===== src/hdl/cftf_pkg.sv =====
// Package for the chase, cross-fade and sparkle frame generator.
// Holds sizes, constants, register indexes, payload structs and controller types.
// No dependencies.
package cftf_pkg;

   localparam int PIXELS         = 32;
   localparam int SPARKLE_SLOTS  = 6;
   localparam int PIX_W          = 5;
   localparam int COLOR_W        = 8;
   localparam int FADE_W         = 11;
   localparam int FRAC_W         = 10;
   localparam int FADE_ONE       = 1024;
   localparam int ROLL_W         = 7;
   localparam int SPAWN_LIMIT    = 10;
   localparam int SPARKLE_START  = 127;
   localparam int SPARKLE_DECAY  = 8;
   localparam int SPARKLE_RETIRE = 15;
   localparam int PROD_W         = COLOR_W + FADE_W;

   localparam int CSR_IDX_W      = 2;
   localparam int CSR_DATA_W     = 11;

   localparam logic [CSR_IDX_W-1:0] CSR_RED_LEVEL   = 2'd0;
   localparam logic [CSR_IDX_W-1:0] CSR_GREEN_LEVEL = 2'd1;
   localparam logic [CSR_IDX_W-1:0] CSR_FADE_STEP   = 2'd2;

   localparam logic [COLOR_W-1:0] RED_LEVEL_RESET   = 8'd127;
   localparam logic [COLOR_W-1:0] GREEN_LEVEL_RESET = 8'd127;
   localparam logic [FADE_W-1:0]  FADE_STEP_RESET   = 11'd20;

   typedef struct packed {
      logic [ROLL_W-1:0] spawn_roll;
      logic [PIX_W-1:0]  spawn_pixel;
   } req_type;

   typedef struct packed {
      logic [PIX_W-1:0]   pixel_index;
      logic [COLOR_W-1:0] red;
      logic [COLOR_W-1:0] green;
      logic [COLOR_W-1:0] blue;
      logic               frame_end;
   } rsp_type;

   typedef enum logic [1:0] {
      ST_IDLE,
      ST_UPDATE,
      ST_SCALE,
      ST_EMIT
   } state_type;

   typedef struct packed {
      logic start;
      logic update;
      logic scale;
      logic load;
      logic flip;
   } cmd_type;

   typedef struct packed {
      logic last;
   } status_type;

endpackage


===== src/hdl/cftf_ctrl.sv =====
// Controller for the frame generator: sequences capture, update, scale and pixel output.
// Depends on cftf_pkg.
module cftf_ctrl (
   input  logic                clock,
   input  logic                reset,
   input  logic                req_valid,
   output logic                req_ready,
   output logic                rsp_valid,
   input  logic                rsp_ready,
   output cftf_pkg::cmd_type    cmd,
   input  cftf_pkg::status_type status
);

   cftf_pkg::state_type state_ff, state_in;
   logic valid_ff, valid_in;
   logic done_ff, done_in;
   logic fire;
   logic can_load;

   always_ff @(posedge clock) begin
      if (reset) begin
         state_ff <= cftf_pkg::ST_IDLE;
         valid_ff <= 1'b0;
         done_ff  <= 1'b0;
      end else begin
         state_ff <= state_in;
         valid_ff <= valid_in;
         done_ff  <= done_in;
      end
   end

   assign fire     = valid_ff && rsp_ready;
   assign can_load = !valid_ff || fire;

   always_comb begin
      state_in   = state_ff;
      valid_in   = valid_ff;
      done_in    = done_ff;
      cmd        = '0;
      req_ready  = 1'b0;
      unique case (state_ff)
         cftf_pkg::ST_IDLE: begin
            req_ready = 1'b1;
            if (req_valid) begin
               cmd.start = 1'b1;
               state_in  = cftf_pkg::ST_UPDATE;
            end
         end
         cftf_pkg::ST_UPDATE: begin
            cmd.update = 1'b1;
            state_in   = cftf_pkg::ST_SCALE;
         end
         cftf_pkg::ST_SCALE: begin
            cmd.scale = 1'b1;
            done_in   = 1'b0;
            state_in  = cftf_pkg::ST_EMIT;
         end
         cftf_pkg::ST_EMIT: begin
            if (can_load && !done_ff) begin
               cmd.load = 1'b1;
               valid_in = 1'b1;
               done_in  = status.last;
            end else if (fire) begin
               valid_in = 1'b0;
               // The final pixel has been taken, so the frame is complete.
               if (done_ff) begin
                  cmd.flip = 1'b1;
                  done_in  = 1'b0;
                  state_in = cftf_pkg::ST_IDLE;
               end
            end
         end
         default: state_in = cftf_pkg::ST_IDLE;
      endcase
   end

   assign rsp_valid = valid_ff;

   a_valid_in_emit: assert property (@(posedge clock) disable iff (reset)
      valid_ff |-> state_ff == cftf_pkg::ST_EMIT)
      else $error("result valid outside the output phase");

   a_last_sets_done: assert property (@(posedge clock) disable iff (reset)
      (cmd.load && status.last) |=> done_ff && valid_ff)
      else $error("last pixel load did not mark the frame done");

   a_frame_closes: assert property (@(posedge clock) disable iff (reset)
      (state_ff == cftf_pkg::ST_EMIT && done_ff && fire) |=>
         state_ff == cftf_pkg::ST_IDLE && !valid_ff)
      else $error("frame did not close after the final transaction");

   a_no_accept_busy: assert property (@(posedge clock) disable iff (reset)
      (state_ff != cftf_pkg::ST_IDLE) |-> !cmd.start)
      else $error("input captured while a frame is in progress");

endmodule


===== src/hdl/cftf_dp.sv =====
// Datapath for the frame generator: settings, fade state, sparkle slots and output register.
// Depends on cftf_pkg.
module cftf_dp (
   input  logic                              clock,
   input  logic                              reset,
   input  cftf_pkg::req_type                 req_data,
   input  logic                              csr_valid,
   input  logic [cftf_pkg::CSR_IDX_W-1:0]    csr_index,
   input  logic [cftf_pkg::CSR_DATA_W-1:0]   csr_data,
   input  cftf_pkg::cmd_type                 cmd,
   output cftf_pkg::status_type              status,
   output cftf_pkg::rsp_type                 rsp_data
);

   localparam int N = cftf_pkg::SPARKLE_SLOTS;

   logic [cftf_pkg::COLOR_W-1:0] red_level_ff;
   logic [cftf_pkg::COLOR_W-1:0] green_level_ff;
   logic [cftf_pkg::FADE_W-1:0]  fade_step_ff;

   cftf_pkg::req_type             item_ff;
   logic [cftf_pkg::FADE_W-1:0]  fade_level_ff, fade_level_in;
   logic                         toward_green_ff, toward_green_in;
   logic                         chase_ff;

   logic [N-1:0]                 active_ff, active_in;
   logic [N-1:0]                 lit_ff, lit_in;
   logic [cftf_pkg::PIX_W-1:0]   spix_ff [N];
   logic [cftf_pkg::COLOR_W-1:0] slevel_ff [N];
   logic [cftf_pkg::COLOR_W-1:0] slevel_in [N];
   logic [N-1:0]                 spawn_sel;

   logic [cftf_pkg::COLOR_W-1:0] red_val_ff, green_val_ff;
   logic [cftf_pkg::PROD_W-1:0]  red_prod, green_prod;
   logic [cftf_pkg::FADE_W-1:0]  fade_inv;
   logic [cftf_pkg::FADE_W:0]    fade_sum;

   logic [cftf_pkg::PIX_W-1:0]   cnt_ff;
   cftf_pkg::rsp_type             rsp_ff, pixel;

   // Register port; an index past the list is ignored.
   always_ff @(posedge clock) begin
      if (reset) begin
         red_level_ff   <= cftf_pkg::RED_LEVEL_RESET;
         green_level_ff <= cftf_pkg::GREEN_LEVEL_RESET;
         fade_step_ff   <= cftf_pkg::FADE_STEP_RESET;
      end else if (csr_valid) begin
         if (csr_index == cftf_pkg::CSR_RED_LEVEL) begin
            red_level_ff <= csr_data[cftf_pkg::COLOR_W-1:0];
         end
         if (csr_index == cftf_pkg::CSR_GREEN_LEVEL) begin
            green_level_ff <= csr_data[cftf_pkg::COLOR_W-1:0];
         end
         if (csr_index == cftf_pkg::CSR_FADE_STEP) begin
            fade_step_ff <= csr_data[cftf_pkg::FADE_W-1:0];
         end
      end
   end

   // The spawn goes to the lowest free slot.
   always_comb begin
      logic found;
      found     = 1'b0;
      spawn_sel = '0;
      for (int s = 0; s < N; s++) begin
         if (!active_ff[s] && !found) begin
            spawn_sel[s] = 1'b1;
            found        = 1'b1;
         end
      end
   end

   assign fade_sum = {1'b0, fade_level_ff} + {1'b0, fade_step_ff};

   always_comb begin
      fade_level_in   = fade_level_ff;
      toward_green_in = toward_green_ff;
      if (toward_green_ff) begin
         if (fade_step_ff >= fade_level_ff) begin
            fade_level_in   = '0;
            toward_green_in = 1'b0;
         end else begin
            fade_level_in = fade_level_ff - fade_step_ff;
         end
      end else begin
         if (fade_sum >= (cftf_pkg::FADE_W+1)'(cftf_pkg::FADE_ONE)) begin
            fade_level_in   = cftf_pkg::FADE_W'(cftf_pkg::FADE_ONE);
            toward_green_in = 1'b1;
         end else begin
            fade_level_in = fade_sum[cftf_pkg::FADE_W-1:0];
         end
      end
   end

   assign fade_inv   = cftf_pkg::FADE_W'(cftf_pkg::FADE_ONE) - fade_level_ff;
   assign red_prod   = cftf_pkg::PROD_W'(red_level_ff) * cftf_pkg::PROD_W'(fade_level_ff);
   assign green_prod = cftf_pkg::PROD_W'(green_level_ff) * cftf_pkg::PROD_W'(fade_inv);

   // Sparkle decay: a lit sparkle has already dropped by one step this frame.
   always_comb begin
      for (int s = 0; s < N; s++) begin
         active_in[s] = active_ff[s];
         lit_in[s]    = 1'b0;
         slevel_in[s] = slevel_ff[s];
         if (active_ff[s]) begin
            if (slevel_ff[s] > cftf_pkg::COLOR_W'(cftf_pkg::SPARKLE_RETIRE)) begin
               slevel_in[s] = slevel_ff[s] - cftf_pkg::COLOR_W'(cftf_pkg::SPARKLE_DECAY);
               lit_in[s]    = 1'b1;
            end else begin
               active_in[s] = 1'b0;
            end
         end
      end
   end

   always_ff @(posedge clock) begin
      if (reset) begin
         fade_level_ff   <= cftf_pkg::FADE_W'(cftf_pkg::FADE_ONE);
         toward_green_ff <= 1'b1;
         chase_ff        <= 1'b0;
         active_ff       <= '0;
         lit_ff          <= '0;
      end else begin
         if (cmd.update) begin
            fade_level_ff   <= fade_level_in;
            toward_green_ff <= toward_green_in;
            if (item_ff.spawn_roll < cftf_pkg::ROLL_W'(cftf_pkg::SPAWN_LIMIT)) begin
               active_ff <= active_ff | spawn_sel;
            end
         end
         if (cmd.scale) begin
            active_ff <= active_in;
            lit_ff    <= lit_in;
         end
         if (cmd.flip) begin
            chase_ff <= !chase_ff;
         end
      end
   end

   always_ff @(posedge clock) begin
      if (cmd.start) begin
         item_ff <= req_data;
      end
      for (int s = 0; s < N; s++) begin
         if (cmd.update && spawn_sel[s] &&
             item_ff.spawn_roll < cftf_pkg::ROLL_W'(cftf_pkg::SPAWN_LIMIT)) begin
            spix_ff[s]   <= item_ff.spawn_pixel;
            slevel_ff[s] <= cftf_pkg::COLOR_W'(cftf_pkg::SPARKLE_START);
         end else if (cmd.scale) begin
            slevel_ff[s] <= slevel_in[s];
         end
      end
      if (cmd.scale) begin
         red_val_ff   <= red_prod[cftf_pkg::FRAC_W +: cftf_pkg::COLOR_W];
         green_val_ff <= green_prod[cftf_pkg::FRAC_W +: cftf_pkg::COLOR_W];
      end
      if (cmd.load) begin
         rsp_ff <= pixel;
      end
   end

   always_ff @(posedge clock) begin
      if (reset) begin
         cnt_ff <= '0;
      end else if (cmd.scale) begin
         cnt_ff <= '0;
      end else if (cmd.load) begin
         cnt_ff <= cnt_ff + 1'b1;
      end
   end

   assign status.last = (cnt_ff == cftf_pkg::PIX_W'(cftf_pkg::PIXELS - 1));

   // Base chase color, then sparkles in slot order so a later slot wins.
   always_comb begin
      pixel.pixel_index = cnt_ff;
      pixel.frame_end   = status.last;
      pixel.blue        = '0;
      if (cnt_ff[0] == chase_ff) begin
         pixel.red   = red_val_ff;
         pixel.green = '0;
      end else begin
         pixel.red   = '0;
         pixel.green = green_val_ff;
      end
      for (int s = 0; s < N; s++) begin
         if (lit_ff[s] && spix_ff[s] == cnt_ff) begin
            pixel.red   = slevel_ff[s];
            pixel.green = slevel_ff[s];
            pixel.blue  = slevel_ff[s];
         end
      end
   end

   assign rsp_data = rsp_ff;

   a_fade_in_range: assert property (@(posedge clock) disable iff (reset)
      fade_level_ff <= cftf_pkg::FADE_W'(cftf_pkg::FADE_ONE))
      else $error("fade level beyond full scale");

   a_lit_is_active: assert property (@(posedge clock) disable iff (reset)
      cmd.scale |=> (lit_ff & ~active_ff) == '0)
      else $error("sparkle shown from a retired slot");

   a_count_clears: assert property (@(posedge clock) disable iff (reset)
      cmd.scale |=> cnt_ff == '0)
      else $error("pixel count not cleared for a new frame");

endmodule


===== src/hdl/chase_fade_twinkle_frame.sv =====
// Top level of the chase, cross-fade and sparkle frame generator.
// Depends on cftf_pkg, cftf_ctrl and cftf_dp.
//
//   channel  | ports                                  | direction
//   ---------+----------------------------------------+----------
//   request  | req_valid, req_ready, req_data         | in
//   response | rsp_valid, rsp_ready, rsp_data         | out
//   csr      | csr_valid, csr_ready, csr_index/data   | in
//
// One request transaction yields 32 response transactions, one per pixel in order.
// A frame starts with setup (capture, spawn and fade, multiply and decay) and
// then outputs one pixel per cycle through the output register unless stalled.
// The next request is accepted in the cycle after the last pixel is taken.
// A stalled response holds the output register; the next request waits for the frame.
// Reset is synchronous; settings return to their defaults and all sparkles clear.
module chase_fade_twinkle_frame (
   input  logic                             clock,
   input  logic                             reset,
   input  logic                             req_valid,
   output logic                             req_ready,
   input  cftf_pkg::req_type                req_data,
   output logic                             rsp_valid,
   input  logic                             rsp_ready,
   output cftf_pkg::rsp_type                rsp_data,
   input  logic                             csr_valid,
   output logic                             csr_ready,
   input  logic [cftf_pkg::CSR_IDX_W-1:0]   csr_index,
   input  logic [cftf_pkg::CSR_DATA_W-1:0]  csr_data
);

   cftf_pkg::cmd_type    cmd;
   cftf_pkg::status_type status;

   assign csr_ready = 1'b1;

   cftf_ctrl u_ctrl (
      .clock     (clock),
      .reset     (reset),
      .req_valid (req_valid),
      .req_ready (req_ready),
      .rsp_valid (rsp_valid),
      .rsp_ready (rsp_ready),
      .cmd       (cmd),
      .status    (status)
   );

   cftf_dp u_dp (
      .clock     (clock),
      .reset     (reset),
      .req_data  (req_data),
      .csr_valid (csr_valid),
      .csr_index (csr_index),
      .csr_data  (csr_data),
      .cmd       (cmd),
      .status    (status),
      .rsp_data  (rsp_data)
   );

endmodule

===== config.mk =====
export PLATFORM = sky130hd
export DESIGN_NAME = chase_fade_twinkle_frame
export DESIGN_NICKNAME = d
export VERILOG_FILES = /design/src/hdl/cftf_pkg.sv /design/src/hdl/cftf_ctrl.sv /design/src/hdl/cftf_dp.sv /design/src/hdl/chase_fade_twinkle_frame.sv
export SDC_FILE = /design/constraint.sdc
export NUM_CORES = 1
export LEC_CHECK = 0
export BUFFER_PORTS_ARGS = -buffer_cell sky130_fd_sc_hd__buf_2
export CORE_MARGIN = 2
export CORE_UTILIZATION = 35
export DETAILED_ROUTE_END_ITERATION = 16
export PLACE_DENSITY = 0.48
export SYNTH_ARGS = -nofsm -noshare
export SYNTH_HDL_FRONTEND = slang
export SYNTH_SLANG_ARGS = --single-unit

===== constraint.sdc =====
create_clock -name clock -period 8.7 [get_ports clock]
set_clock_uncertainty 0.05 [all_clocks]
set_input_delay 0.435 -clock clock [delete_from_list [all_inputs] [get_ports clock]]
set_output_delay 0.435 -clock clock [all_outputs]
set_load 0.01 [all_outputs]

==> results.md, run 1 <==
* Status: completed
* Setup violations, final at 0
* Synth warn at 0
* Starting Density at 35.4%
* Postcts setup bufs at 0
* Slew HR at 21.0%
* Drt total wl at 32,300 um
* EDFF count, synth at 115
* Top post-synthesis cells by area: edfxtp_1, fa_1, ha_1
* ANT nets after route at 0
* Fillers at 3,934
* Area post-placement at 14,700 um2
* RSZ-0062 raised after global routing: no
* I/O Buffers at 60
* Routed vias at 9,734
* Worst slew pin tran at 1.17 ns
* Area leader, netlist: edfxtp_1
* Min Tclk post-route at 6.59 ns
* Post-cts sizing count at 0
* Total clock sinks at 176
* Placed Instances at 1,944
* CTS tree: yes
* Die Height at 204 um
* Number of max-cap violations at 0
* FF/Latch Area at 4670 um2
* Fmax at 152 MHz
* Area grow syn2layout at 9.23%
* CTS H-tree lvls at 4
* Core box area at 39,500 um2
* Top cell type's share of synthesized area at 24.7%
* Setup CP Type: reg2reg
* #FFs+latches synth at 176
* First-pass GRT wire length at 53,300 um
* Total Routing Usage GR at 16.3%
* Synth Net Count at 1,666
* Multi-input gate area at 8310 um2
* Mapped cell area at 14,000 um2
* Fin nets at 1,684
* Initial antenna violation count at 0
* Final hold violations at 0
* Post-Syn Instances at 1,420
* Largest net degree at the start of global routing at 69
* Clock Tree Buf Depth at 2
* Vias in the first global route at 9,882
* Setup_tns at 0 ns
* Reg clk slew, reported paths at 0.07 ns
* Min Hold Slack at 0.122 ns
* DR DRC count at 0
* Ratio of cells with drive above 1 in the final layout at 9.10%
* Root Driver: clkbuf_16
* Non-Filler Instances at 1,976
* GP Congestion at 0.783
* Antenna fix cells at 0
* Die area at 41,600 um2
* Die X-Extent at 204 um
* Most frequent cell after synthesis: inv_1
* Post-route design area at 15,300 um2
* IO Count at 63
* Ys async rst share at 0%
* Worst EP arrival at 6.72 ns
* Pre-antenna DRT Iters at 5
* Num CTS Buffers at 17
* Netlist cell types at 79
* Clock Latency Late Sink at 0.44 ns
* Final HPWL DP at 24,500 um
* Nature of the critical path endpoint: flop
* Final Max Tran Viols at 0
* GRT Residual Overflow at 0
* Top post-synthesis cells by count: inv_1, nand2_1, edfxtp_1
* WP data required at 8.83 ns
* Crit-path max FO at 16
* DRT iter0 DRCs at 427
* Syn avg cell area at 9.85 um2
* Final period utilization at 75.7%
* Worst Hold Class: in2reg
* DR WL/cell at 16.4 um
* Hold-fix buffers, CTS at 0
* Ys flop type: edfxtp_1
* Vias per cell at 4.93
* Part of the Yosys area used for sequential elements at 33.4%
* Startpoint Class: flop
* Row cnt at 73
* R2R Setup Slk at 2.11 ns
==> layer usage <==
layer  global-route usage [%]  share of wire, %
met4                     4.54               1.4
met3                     2.38               2.9
met1                     23.7                51
met5                        0                 0
met2                     25.2                44
==> sequential cells by signal, indices dropped and copies added (netlist names), 2 cells and up <==
register and flops:
u_dp.fade_level_ff 11, u_dp.red_level_ff 8, u_dp.lit_ff 6, u_dp.red_val_ff 8, u_dp.slevel_ff 30, u_dp.active_ff 6, u_dp.item_ff 11, u_dp.cnt_ff 5
u_dp.fade_step_ff 11, u_dp.spix_ff 30, u_dp.green_val_ff 8, u_ctrl.state_ff 2, u_dp.green_level_ff 8, u_dp.rsp_data 28
==> cells in the final DEF (no fill, tap or decap), drive strengths merged, types with 18 or more instances in the layout <==
master	synthesis	final
inv	183	191
nand2	167	167
edfxtp	115	115
ha	110	110
and2	110	110
fa	106	106
buf	19	70
nor2	63	63
dfxtp	61	61
xnor2	44	44
a21oi	44	44
xor2	38	38
nor3	35	35
nand3	31	31
nand2b	22	22
clkbuf	51	18
==> critical path, stage by stage (launching register included) <==
cell and delay, ns:
dfxtp_1 0.75, inv_1 0.26, ha_1 0.29, nand2_1 0.08, xor2_1 0.56, and2_1 0.24
fa_1 0.44, fa_1 0.52, fa_1 0.49, inv_1 0.05, fa_1 0.47, inv_1 0.04
ha_1 0.29, a21oi_1 0.18, a21oi_1 0.11, a2111oi_1 0.72, nor3_1 0.15, a2111o_1 0.40
a21oi_1 0.18, xnor2_1 0.07
==> kinds of logic after synthesis <==
kind of cell | Yosys count | synth area share, %
other | 1 | 0.0268
AND/OR/NAND/NOR | 502 | 18.3
multiplexers | 5 | 0.358
AO/OA/AOI/OAI | 184 | 10.4
buffers and inverters | 254 | 7.32
flip-flops | 176 | 33.4
XOR/XNOR | 82 | 5.14
adder cells (fa/ha/maj) | 216 | 25.0
==> stage by stage <==
stage | utilization [%] | worst slack, ns
final | 38.6 | 2.11
after global routing | 38.6 | 1.69
after CTS | 38.6 | 1.96
after detailed placement | 37.2 | 1.99
after global placement | 37.2 | 2.06
after floorplan | - | 2.96
==> path summary, 6_finish.rpt <==
path | startpoint | to | cells after the start
worst max-delay path | u_dp.fade_level_ff[1] | u_dp.green_val_ff[7] | 19
worst min-delay path | req_data[6] | u_dp.item_ff[6] | 1
worst max register to register | u_dp.fade_level_ff[1] | u_dp.green_val_ff[7] | 19
worst min register to register | u_dp.lit_ff[1] | u_dp.lit_ff[1] | 2
==> layout make-up <==
| cell class | instances | share of cell area (%) |
|---|---|---|
| Multi-Input combinational cell | 990 | 54.4 |
| Tap cell | 525 | 4.30 |
| Inverter | 183 | 4.50 |
| Clock buffer | 18 | 2.81 |
| Sequential cell | 176 | 30.6 |
| Timing Repair Buffer | 70 | 2.46 |
| Clock inverter | 14 | 0.958 |
Power of run 1 is not shown: default switching activity piles up to over one toggle a cycle in this logic, so the estimate is an artifact.
==> inputs of run 2 (changes only) <==
==> constraint.sdc (replaced) <==
create_clock -name clock -period 6.2 [get_ports clock]
set_clock_uncertainty 0.05 [all_clocks]
set_input_delay 0.31 -clock clock [delete_from_list [all_inputs] [get_ports clock]]
set_output_delay 0.31 -clock clock [all_outputs]
set_load 0.01 [all_outputs]
==> results.md, run 2 (synthesis results as in run 1) <==
* Die Height at 204 um (unchanged)
* Delay-heaviest family, CP: adder cells (unchanged)
* Clock Latency Late Sink at 0.46 ns (was 0.44 ns)
* Fin nets at 1,712 (was 1,684)
* Die area at 41,600 um2 (unchanged)
* R2R Setup Slk at 0.41 ns (was 2.11 ns)
* CP most frequent cell: fa_1 (unchanged)
* Crit path max-delay cell type: fa_1 (was dfxtp_1)
* Hold_sp: csr_data[8] (was req_data[6])
* Final Max Tran Viols at 0 (unchanged)
* Largest net degree at the start of global routing at 62 (was 69)
* Starting Density at 35.4% (unchanged)
* GP Congestion at 0.776 (was 0.783)
* Fillers at 3,946 (was 3,934)
* Die X-Extent at 204 um (unchanged)
* DR DRC count at 0 (unchanged)
* Status: completed (unchanged)
* Crit-path max FO at 8 (was 16)
* Worst Hold Path Cells at 3 (was 1)
* Drt total wl at 32,600 um (was 32,300 um)
* Vias per cell at 4.88 (was 4.93)
* Area grow syn2layout at 10.9% (was 9.23%)
* CTS H-tree lvls at 4 (unchanged)
* Worst R2R End: u_dp.green_val_ff[7] (unchanged)
* Num CTS Buffers at 17 (unchanged)
* Worst slew pin tran at 1.20 ns (was 1.17 ns)
* Fmax at 173 MHz (was 152 MHz)
* Row cnt at 73 (unchanged)
* R2R cell count at 19 (unchanged)
* Total clock sinks at 176 (unchanged)
* Final hold violations at 0 (unchanged)
* DRT iter0 DRCs at 530 (was 427)
* Final HPWL DP at 24,900 um (was 24,500 um)
* WP data required at 6.35 ns (was 8.83 ns)
* Worst EP arrival at 5.94 ns (was 6.72 ns)
* ANT nets after route at 0 (unchanged)
* Setup_tns at 0 ns (unchanged)
* Clock Tree Buf Depth at 2 (unchanged)
* IO Count at 63 (unchanged)
* Multi-input gate area at 8310 um2 (about the same)
* Startpoint Class: flop (unchanged)
* Setup CP Type: reg2reg (unchanged)
* Initial antenna violation count at 0 (unchanged)
* Antenna fix cells at 0 (unchanged)
* GRT Residual Overflow at 0 (unchanged)
* Worst Hold Class: in2reg (unchanged)
* Final period utilization at 93.4% (was 75.7%)
* Crit-path cells: nor4_2 > nand2b_1 > nor3_1 > xnor2_1 > and2_1 > fa_1 > fa_1 > fa_1 > inv_1 > fa_1 > inv_1 > ha_1 > or3_1 > a2111oi_1 > buf_4 > nor3_1 > a2111o_1 > a21oi_1 > xnor2_1 (was inv_1 > ha_1 > nand2_1 > xor2_1 > and2_1 > fa_1 > fa_1 > fa_1 > inv_1 > fa_1 > inv_1 > ha_1 > a21oi_1 > a21oi_1 > a2111oi_1 > nor3_1 > a2111o_1 > a21oi_1 > xnor2_1)
* Nature of the critical path endpoint: flop (unchanged)
* DR WL/cell at 16.2 um (was 16.4 um)
* Ratio of cells with drive above 1 in the final layout at 10.1% (was 9.10%)
* Slew HR at 18.9% (was 21.0%)
* Setup violations, final at 0 (unchanged)
* Total Routing Usage GR at 16.5% (was 16.3%)
* Min Hold Slack at 0.0521 ns (was 0.122 ns)
* Commonest cells after routing, fill and taps aside: inv_1, nand2_1, edfxtp_1, ha_1, and2_1 (unchanged)
* CTS tree: yes (unchanged)
* CP max stage delay at 0.50 ns (was 0.75 ns)
* Core box area at 39,500 um2 (unchanged)
* Commonest non-fill, non-tap cell in the layout: inv_1 (unchanged)
* FF/Latch Area at 4670 um2 (unchanged)
* First-pass GRT wire length at 53,400 um (was 53,300 um)
* Reg clk slew, reported paths at 0.07 ns (about the same)
* RSZ-0062 raised after global routing: no (unchanged)
* Vias in the first global route at 9,781 (was 9,882)
* Number of max-cap violations at 0 (unchanged)
* Worst path bufs/invs at 3 (unchanged)
* Origin of the critical flop-to-flop path: u_dp.fade_level_ff[2] (was u_dp.fade_level_ff[1])
* Root Driver: clkbuf_16 (unchanged)
* Worst Hold Endpoint: u_dp.fade_step_ff[8] (was u_dp.item_ff[6])
* Pre-antenna DRT Iters at 5 (unchanged)
* Min Tclk post-route at 5.79 ns (was 6.59 ns)
* I/O Buffers at 60 (unchanged)
* Routed vias at 9,784 (was 9,734)
==> run 2: cell types whose count changed in the layout (fill, tap and decap cells not counted), sizes merged <==
cell	previous run	this run
buf	70	87
dlygate4sd3	0	11
bufinv	1	0
clkbuf	18	19
clkinv	5	4
inv	191	192
==> run 2: through the flow <==
step | cells | cell area, um2 | util [%] | setup WS, ns
floorplan | 1420 | 14000 | - | 0.459
global placement | 1961 | 14800 | 37.5 | 0.287
detailed placement | 1961 | 14800 | 37.5 | 0.249
CTS | 2004 | 15500 | 39.2 | 0.247
global route | 2004 | 15500 | 39.2 | 0.0184
finish | 2004 | 15500 | 39.2 | 0.406
==> run 2: timing repair <==
| item | 4_1_cts | 5_1_grt |
|---|---|---|
| hold buffers | 11 | 0 |
| endpoints found under the setup margin | 0 | 1 |
| resized for setup | 0 | 1 |
| hold endpoints to repair | 11 | 0 |
| buffers inserted | 0 | 0 |
==> run 2: worst max path at each step <==
stage	from	slack [ns]	end	cells after the start
6_report	u_dp.fade_level_ff[2]	0.41	u_dp.green_val_ff[7]	19
5_1_grt	u_dp.fade_level_ff[2]	0.02	u_dp.green_val_ff[7]	19
4_1_cts	u_dp.fade_level_ff[2]	0.25	u_dp.green_val_ff[7]	19
3_5_place_dp	u_dp.fade_level_ff[2]	0.25	u_dp.green_val_ff[7]	19
3_3_place_gp	u_dp.fade_level_ff[2]	0.29	u_dp.green_val_ff[7]	19
2_1_floorplan	u_dp.fade_level_ff[0]	0.46	u_dp.green_val_ff[7]	21
==> run 2: cell type report <==
type / count / share of cell area, %
multi-input cells: 990 / 53.6
flip-flops and latches: 176 / 30.1
inverters: 183 / 4.43
well taps: 525 / 4.23
repair buffers: 98 / 3.95
clock buffers: 19 / 2.93
clock inverters: 13 / 0.750
==> run 2: tightest hold or removal path, stage by stage <==
cell and delay, ns:
buf_2 0.10, nand2_1 0.05, a21oi_1 0.05
==> run 2: routing by layer <==
| metal | vias to the layer above | GRT usage (%) | share of wire, % |
|---|---|---|---|
| met1 | 4817 | 24.0 | 51 |
| met3 | 18 | 2.17 | 2.7 |
| met2 | 124 | 25.9 | 45 |
| met5 | - | 0 | 0 |
| met4 | 0 | 4.25 | 0.96 |
| li1 | 4825 | - | - |
Power of run 2 is left out for the same reason.
==> inputs of run 3 (changes only) <==
--- a/config.mk
+++ b/config.mk
@@ -5,11 +5,11 @@
 export SDC_FILE = /design/constraint.sdc
 export NUM_CORES = 1
 export LEC_CHECK = 0
-export BUFFER_PORTS_ARGS = -buffer_cell sky130_fd_sc_hd__buf_2
 export CORE_MARGIN = 2
 export CORE_UTILIZATION = 35
 export DETAILED_ROUTE_END_ITERATION = 16
-export PLACE_DENSITY = 0.48
+export DONT_BUFFER_PORTS = 1
+export PLACE_DENSITY = 0.47
 export SYNTH_ARGS = -nofsm -noshare
 export SYNTH_HDL_FRONTEND = slang
 export SYNTH_SLANG_ARGS = --single-unit
==> results.md, run 3 (synthesis results as in run 1) <==
* Num CTS Buffers at 17 (unchanged)
* GP Congestion at 0.780 (was 0.776)
* Slew HR at 20.2% (was 18.9%)
* Crit path max-delay cell type: fa_1 (unchanged)
* Crit-path cells: inv_1 > ha_1 > nand2_1 > xor2_1 > and2_1 > fa_1 > fa_1 > fa_1 > inv_1 > fa_1 > inv_1 > ha_1 > a21oi_1 > a21oi_1 > a2111oi_1 > buf_4 > nor3_1 > a2111o_1 > a21oi_1 > xnor2_1 (was nor4_2 > nand2b_1 > nor3_1 > xnor2_1 > and2_1 > fa_1 > fa_1 > fa_1 > inv_1 > fa_1 > inv_1 > ha_1 > or3_1 > a2111oi_1 > buf_4 > nor3_1 > a2111o_1 > a21oi_1 > xnor2_1)
* Setup_tns at 0 ns (unchanged)
* Min Tclk post-route at 5.74 ns (was 5.79 ns)
* Core box area at 39,500 um2 (unchanged)
* First-pass GRT wire length at 54,400 um (was 53,400 um)
* Delay-heaviest family, CP: adder cells (unchanged)
* Worst EP arrival at 5.88 ns (was 5.94 ns)
* Die X-Extent at 204 um (unchanged)
* Starting Density at 35.4% (unchanged)
* Startpoint Class: flop (unchanged)
* Final HPWL DP at 25,100 um (was 24,900 um)
* GRT Residual Overflow at 0 (unchanged)
* IO Count at 63 (unchanged)
* Crit-path max FO at 8 (unchanged)
* Antenna fix cells at 0 (unchanged)
* Reg clk slew, reported paths at 0.07 ns (about the same)
* Commonest non-fill, non-tap cell in the layout: inv_1 (unchanged)
* Ratio of cells with drive above 1 in the final layout at 6.10% (was 10.1%)
* Worst path bufs/invs at 4 (was 3)
* DR WL/cell at 17.0 um (was 16.2 um)
* Drt total wl at 33,300 um (was 32,600 um)
* Worst slew pin tran at 1.18 ns (was 1.20 ns)
* CTS tree: yes (unchanged)
* Final hold violations at 0 (unchanged)
* Postcts setup bufs at 0 (unchanged)
* DRT iter0 DRCs at 547 (was 530)
* Routed vias at 9,622 (was 9,784)
* Initial antenna violation count at 1 (was 0)
* Commonest cells after routing, fill and taps aside: inv_1, nand2_1, edfxtp_1, ha_1, and2_1 (unchanged)
* Fmax at 174 MHz (was 173 MHz)
* Largest net degree at the start of global routing at 61 (was 62)
* RSZ-0062 raised after global routing: no (unchanged)
* Final Core Density at 38.8% (was 39.2%)
* Vias per cell at 4.93 (was 4.88)
* Final Max Tran Viols at 0 (unchanged)
* WP data required at 6.34 ns (was 6.35 ns)
* Clock Latency Late Sink at 0.46 ns (about the same)
* Pre-antenna DRT Iters at 5 (unchanged)
* Number of max-cap violations at 0 (unchanged)
* DR DRC count at 0 (unchanged)
* I/O Buffers at 0 (was 60)
* Setup CP Type: reg2reg (unchanged)
* Status: completed (unchanged)
* Row cnt at 73 (unchanged)
* ANT nets after route at 0 (unchanged)
* CTS H-tree lvls at 4 (unchanged)
* Fin nets at 1,660 (was 1,712)
* Total clock sinks at 176 (unchanged)
* Die Height at 204 um (unchanged)
* Area grow syn2layout at 9.69% (was 10.9%)
* Final period utilization at 92.6% (was 93.4%)
* Nature of the critical path endpoint: flop (unchanged)
* CP most frequent cell: fa_1 (unchanged)
* CP max stage delay at 0.52 ns (was 0.50 ns)
* Setup violations, final at 0 (unchanged)
* Total Routing Usage GR at 16.8% (was 16.5%)
* Worst Hold Class: in2reg (unchanged)
* Vias in the first global route at 9,829 (was 9,781)
* Clock Tree Buf Depth at 2 (unchanged)
* Root Driver: clkbuf_16 (unchanged)
* R2R Setup Slk at 0.46 ns (was 0.41 ns)
* Die area at 41,600 um2 (unchanged)
run 3: stage by stage:
| step | instance area [um2] | setup slack (ns) | cells | hold WS (ns) |
|---|---|---|---|---|
| floorplan | 14000 | 0.459 | 1420 | 0.353 |
| global placement | 14500 | 0.259 | 1896 | 0.337 |
| detailed placement | 14500 | 0.262 | 1896 | 0.338 |
| CTS | 15300 | 0.255 | 1952 | 0.0471 |
| global route | 15300 | 0.119 | 1952 | 0.0863 |
| finish | 15300 | 0.459 | 1952 | 0.0818 |
run 3: cell type report:
type	instances	area (um2)
clock buffer	17	425
clock inverter	15	160
fill	3971	24200
inverter	183	687
multi-input combinational	990	8310
sequential	176	4670
tap	525	657
timing repair buffer	46	423
run 3: worst paths after layout:
| kind | startpoint | endpoint | depth (start not counted) |
|---|---|---|---|
| worst max-delay path | u_dp.fade_level_ff[1] | u_dp.green_val_ff[7] | 20 |
| worst min-delay path | reset | u_dp.fade_level_ff[0] | 2 |
| worst max register to register | u_dp.fade_level_ff[1] | u_dp.green_val_ff[7] | 20 |
| worst min register to register | u_dp.lit_ff[1] | u_dp.lit_ff[1] | 2 |
run 3: routing by layer:
layer | global-route usage (%) | routed length, um
met1 | 24.5 | 17400
met5 | 0 | 0
met2 | 26.5 | 14800
met4 | 3.26 | 260
met3 | 2.49 | 821
run 3: what timing repair did:
item / 4_1_cts / 5_1_grt
hold buffers: 24 / 0
endpoints found under the hold margin: 71 / 0
endpoints found under the setup margin: 0 / 1
gates resized for setup: 0 / 1
Power of run 3 is left out for the same reason.
